--- config.mk ---
export PLATFORM = sky130hd
export DESIGN_NAME = dmc_front
export DESIGN_NICKNAME = d
export VERILOG_FILES = /design/src/rtl/core/dominance_memo_cache_core_defines.svh /design/src/rtl/core/dmc_pkg.sv /design/src/rtl/core/dmc_front.sv
export SDC_FILE = /design/constraint.sdc
export NUM_CORES = 1
export LEC_CHECK = 0
export ABC_CLOCK_PERIOD_IN_PS = 7400
export BUFFER_PORTS_ARGS = -buffer_cell sky130_fd_sc_hd__buf_2
export CAP_MARGIN = 20
export CORE_MARGIN = 3
export CORE_UTILIZATION = 25
export DETAILED_ROUTE_END_ITERATION = 7
export GPL_TIMING_DRIVEN = 0
export PLACE_DENSITY = 0.42
export SYNTH_ARGS = -nofsm -noshare
export SYNTH_HDL_FRONTEND = slang
export SYNTH_SLANG_ARGS = --single-unit
--- constraint.sdc ---
create_clock -name clk -period 7.4 [get_ports clk]
set_clock_uncertainty 0.05 [all_clocks]
set_input_delay 1.11 -clock clk [delete_from_list [all_inputs] [get_ports clk]]
set_output_delay 1.11 -clock clk [all_outputs]
set_load 0.03 [all_outputs]
--- src/rtl/core/dominance_memo_cache_core_defines.svh ---
// Assertion macros for the memo cache core.
// Included by files that carry concurrent assertions; no other dependency.
`ifndef DOMINANCE_MEMO_CACHE_CORE_DEFINES_SVH
`define DOMINANCE_MEMO_CACHE_CORE_DEFINES_SVH
`ifndef SYNTH
`define DMC_ASSERT_IMP(label, clk, rst, a, c) \
  label: assert property (@(posedge clk) disable iff (rst) (a) |-> (c)) else $error("assert");
`define DMC_ASSERT_NXT(label, clk, rst, a, c) \
  label: assert property (@(posedge clk) disable iff (rst) (a) |=> (c)) else $error("assert");
`else
`define DMC_ASSERT_IMP(label, clk, rst, a, c)
`define DMC_ASSERT_NXT(label, clk, rst, a, c)
`endif
`endif

--- src/rtl/core/dmc_pkg.sv ---
// Shared constants for the memo cache core.
// No dependencies.
package dmc_pkg;
  localparam int SQUARES_DEF  = 64;
  localparam int WAYS_DEF     = 8;
  localparam int TAG_BITS_DEF = 64;
  localparam int MOVE_W       = 8;
  localparam int BOUND_W      = 10;
  localparam int BOUND_MAX    = 1023;
  localparam logic REQ_INSERT = 1'b0;
  localparam logic REQ_LOOKUP = 1'b1;
endpackage

--- src/rtl/core/dmc_front.sv ---
// Front end: accepts requests, forms the line index, pushes into a 2-deep queue.
// Depends on dmc_pkg.
module dmc_front #(
  parameter int SQUARES  = dmc_pkg::SQUARES_DEF,
  parameter int TAG_BITS = dmc_pkg::TAG_BITS_DEF,
  parameter int LINE_W   = 2 * $clog2(SQUARES),
  parameter int QW       = 1 + LINE_W + 2 * dmc_pkg::MOVE_W + 2 * TAG_BITS + dmc_pkg::BOUND_W
) (
  input  logic          clk,
  input  logic          rst,
  input  logic          in_valid,
  output logic          in_ready,
  input  logic          req_type,
  input  logic [5:0]    square_a,
  input  logic [7:0]    moves_a,
  input  logic [63:0]   state_a,
  input  logic [5:0]    square_b,
  input  logic [7:0]    moves_b,
  input  logic [63:0]   state_b,
  input  logic [9:0]    bound_in,
  output logic          q_valid,
  input  logic          q_pop,
  output logic [QW-1:0] q_data
);
  localparam int SQ_W = $clog2(SQUARES);
  logic [QW-1:0] slot [2];
  logic          rd_ptr, wr_ptr;
  logic [1:0]    count;
  logic [SQ_W-1:0] sa, sb;
  logic push;

  // modulo by a power of two (range is a power of two here)
  assign sa = SQ_W'(32'(square_a) % SQUARES);
  assign sb = SQ_W'(32'(square_b) % SQUARES);
  assign in_ready = (count != 2'd2);
  assign push = in_valid && in_ready;
  assign q_valid = (count != 2'd0);
  assign q_data = slot[rd_ptr];

  always_ff @(posedge clk) begin
    if (push) slot[wr_ptr] <= {req_type, sa, sb, moves_a, moves_b,
                               state_a[TAG_BITS-1:0], state_b[TAG_BITS-1:0], bound_in};
    if (rst) begin
      rd_ptr <= 1'b0; wr_ptr <= 1'b0; count <= 2'd0;
    end else begin
      if (push) wr_ptr <= ~wr_ptr;
      if (q_pop) rd_ptr <= ~rd_ptr;
      count <= count + 2'(push) - 2'(q_pop);
    end
  end
endmodule

# Yosys cells after proc, flatten, opt, wreduce, memory -nomap -nowiden
# Memories as Yosys holds them, arrays and structs flattened. A register that Yosys moved wholly into a read port is not among the register bits.
# Cells that the tools add are included.
# classes
add_sub_neg	2
mul	0
n_div	0
n_lt_le_gt_ge	0
eq_ne	1
n_shift	0
muxes	4
bitwise	2
n_reduce_logical	2
# op_table
cell	n
$mux 1	4
$add 2x1->2	1
$ne 2x2->1 const B	1
$not 1->1	2
$reduce_bool 2->1	1
$sub 2x1->2	1
$logic_and 1x1->1	1
# totals
reg_bits	4
latch_bits	0
ram_bits	334
mem_bits_ro	0
inputBits	171
output_inout_bits	169
wordCells	15
n_memories	1
# mem_list
name	depth	width	read_ports	rd_ports_with_merged_regs	wr	line	source
slot	2	167	1	1	1	dmc_front.sv:26	logic [QW-1:0] slot [2];

# Depth between registers and ports, before layout
# depth
depth_word	4
depth_mapped	7
ltp_nobuf	7

# Worst setup path after synthesis
# No wires, ideal clock.
# synth_path
path_kind	in2reg
start	in in_valid
end	mem slot[1][0] (netlist bit), enable pin
setup_ns	0.548
arrival_ns	4.986
required_time_ns	6.802
setup_slack_ns	1.816
path_stages	1
path_buffers	0
path_cell_list	and3_1
# synth_between
elab_chain_cells	3
# synth_lines
element	line	source
start: declaration	dmc_front.sv:11	input logic in_valid,
$logic_and 1x1->1	dmc_front.sv:36	assign push = in_valid && in_ready;
$mux 1	dmc_front.sv:41	if (push) slot[wr_ptr] <= {req_type, sa, sb, moves_a, moves_b,
$mux 1 (implied by the code)	dmc_front.sv:41	
end: declaration	dmc_front.sv:26	
# No other way between the ends.

==> results.txt <==
Status -> completed
P&R area growth vs syn -> 31.0%
Largest delay share family, worst path -> buffers and inverters
First-pass GRT wire length -> 42800 um
Worst hold path startpoint -> rd_ptr
H-tree Lvls -> 2
Worst r2r src -> count[0]
Pwr Density -> 302 nW/um^2
DRT Pass-1 Iters -> 4
Hold depth -> 2
Fin crit share -> 42.7%
Switching part of the total -> 26.4%
Setup crit start kind -> register
Slowest cell on crit path -> mux2_1
Fmax -> 316 MHz
CP cell instances -> buf_2, buf_6, buf_6, mux2_1, buf_2
FILL cells -> 4720
Synth warn -> 0
Placed cell count -> 1548
Util after Layout -> 33.5%
Starting Density -> 25.6%
Wirelength per Cell -> 17.6 um
Critical path class -> reg -> out
Syn nets -> 721
CORE AREA -> 48200 um^2
Clock Power Share -> 36.6%
HPWL Detailed -> 19100 um
Clock period minus worst slack -> 3.16 ns
Syn avg cell area -> 22.5 um^2
Vias after detailed routing -> 6368
FF-to-FF End -> slot[0][117]
Commonest non-fill, non-tap cells in the layout -> buf_2 (343), edfxtp_1 (334), mux2_1 (130), clkbuf_16 (41), mux2_2 (37)
Sw power -> 1290 uW
GPL Wtd Cong -> 0.663
CTS buffer count -> 40
Antenna Violating Nets Remaining -> 0
WL final -> 28600 um
Vias in the first global route -> 6825
Hold Fails Final Rpt -> 0
Height of the die -> 228 um
Synth unique cells -> 23
Post-DP Area -> 15000 um^2
Leak -> 0.00595 uW
CTS Hold Bufs -> 0
Seq pwr share -> 47.7%
Max-Cap Viols -> 0
Worst r2r path cells -> 4
I/O Buffers -> 339
Worst R2R Setup Slack -> 5.12 ns
Worst hold path class -> reg -> reg
WP data arrival -> 2.00 ns
Via/cell ratio -> 3.92
Clk buf depth -> 3
Seq/Total Area, Yosys -> 82.0%
Initial DRC count -> 291
Post-CTS Setup Inserts -> 0
Die area -> 52100 um^2
Pin count of the biggest net entering global routing -> 91
Final layout net count -> 1106
Final Power -> 4890 uW
WP buf/inv -> 4
# DRC -> 0
Tot GR Track Use -> 10.7%
Unrepaired setup endpoints after global routing -> no
Combinational power share -> 15.7%
Finish-stage setup viols -> 0
Initial antenna violation count -> 8
Die Span X -> 228 um
Post-route insts no fill -> 1624
Commonest non-fill, non-tap cell in the layout -> buf_2
Synth Cell Area -> 12400 um^2
Number of gates resized after CTS -> 0
Sinks on Clock Net -> 339
Clk Tree Root Cell -> clkbuf_16
Design Area, Final -> 16200 um^2
Post-Syn Instances -> 549
Worst rel slew slack -> 54.7%
Congestion Overflow GR -> 0
Crit-path max FO -> 10
P_int -> 3600 uW
# IOs -> 340
Worst-skew pair later-pin latency -> 0.53 ns
Clk slew on worst S/H paths -> 0.05 ns
Data required time of the worst path -> 6.24 ns
Worst path max stage delay -> 0.33 ns
Worst vdd ir -> 164 uV
Max Transition Viols Final -> 0
Hold WS -> 0.464 ns
Share of layout cells above drive strength 1 -> 46.9%
Slew @ Worst Pin -> 0.680 ns
Crit path capture type -> primary output
Synthesized flop and latch total -> 339
Rows -> 80
CTS tree -> yes
tightest hold or removal path, delay by kind of cell, from the launching register on:
kind	cells	cell delay [ns]
and+or+nand+nor	1	0.08
xor gates and xnor gates	1	0.08
DFF	1	0.32
per-layer routing:
metal | vias up | global-route usage [%] | routed length, um
li1 | 2971 | - | -
met1 | 3109 | 12.9 | 11800
met2 | 216 | 16.8 | 13200
met3 | 64 | 4.87 | 2740
met4 | 8 | 4.14 | 839
met5 | - | 0 | 46
per-stage QoR:
stage	TNS (ns)	worst slack, ns
floorplan	0	1.82
global placement	-269.65	-1.33
detailed placement	0	4.35
CTS	0	4.09
global route	0	4.07
finish	0	4.24
power groups by stage:
stage / sequential [uW] / clock (uW) / combinational (uW)
2_1_floorplan: 2390 / 0 / 501
3_3_place_gp: 2420 / 0 / 773
3_5_place_dp: 2370 / 0 / 790
4_1_cts: 2330 / 1870 / 793
5_1_grt: 2340 / 1940 / 826
6_report: 2330 / 1790 / 769
how the worst max path moves through the flow:
stage / to / slack, ns / cells past startpoint / from
after floorplan: slot[1][0] / 1.82 / 1 / in_valid
after global placement: slot[1][42] / -1.33 / 2 / in_valid
after detailed placement: slot[0][42] / 4.35 / 4 / in_valid
after CTS: q_data[79] / 4.09 / 5 / register
after global routing: q_data[79] / 4.07 / 5 / register
final: q_data[54] / 4.24 / 5 / register
layout make-up:
class                      count  area, um^2  share of cell area [%]
sequential                   339       10100                    62.6
multi-input combinational    187        2030                    12.5
timing repair buffer         343        1810                    11.2
clock buffer                  60        1100                    6.78
tap                          656         821                    5.07
buffer                        19         189                    1.17
clock inverter                12        82.6                   0.510
inverter                       4        22.5                   0.139
antenna                        4        10.0                  0.0618
kinds of logic after synthesis:
logic type | after synthesis | synth area share [%]
flip-flops | 339 | 82.0
XOR/XNOR | 2 | 0.142
buffers and inverters | 23 | 1.65
adder cells (fa/ha/maj) | 1 | 0.101
AND/OR/NAND/NOR | 13 | 0.638
multiplexers | 167 | 15.2
AO/OA/AOI/OAI | 4 | 0.253
synthesized netlist by cell type, drive strengths merged:
library cell  number  area share [%]
xnor2              2            0.14
inv                4            0.12
a21oi              1           0.040
a21bo              1           0.081
a21boi             1           0.061
nand4              2            0.10
and3               1           0.051
edfxtp           334              81
buf               19             1.5
dfxtp              5            0.81
a2111oi            1           0.071
nand2              1           0.030
or4b               1           0.081
ha                 1            0.10
nor2               3           0.091
nor2b              1           0.051
mux2             167              15
or2                1           0.051
nand4b             1           0.071
nand3b             1           0.061
nand2b             1           0.051
flip-flops by register name (all words and copies together) (netlist names), named ones only:
signal  flops
count       2
rd_ptr      1
slot      334
wr_ptr      1
Power figures use the tool's default switching activity.
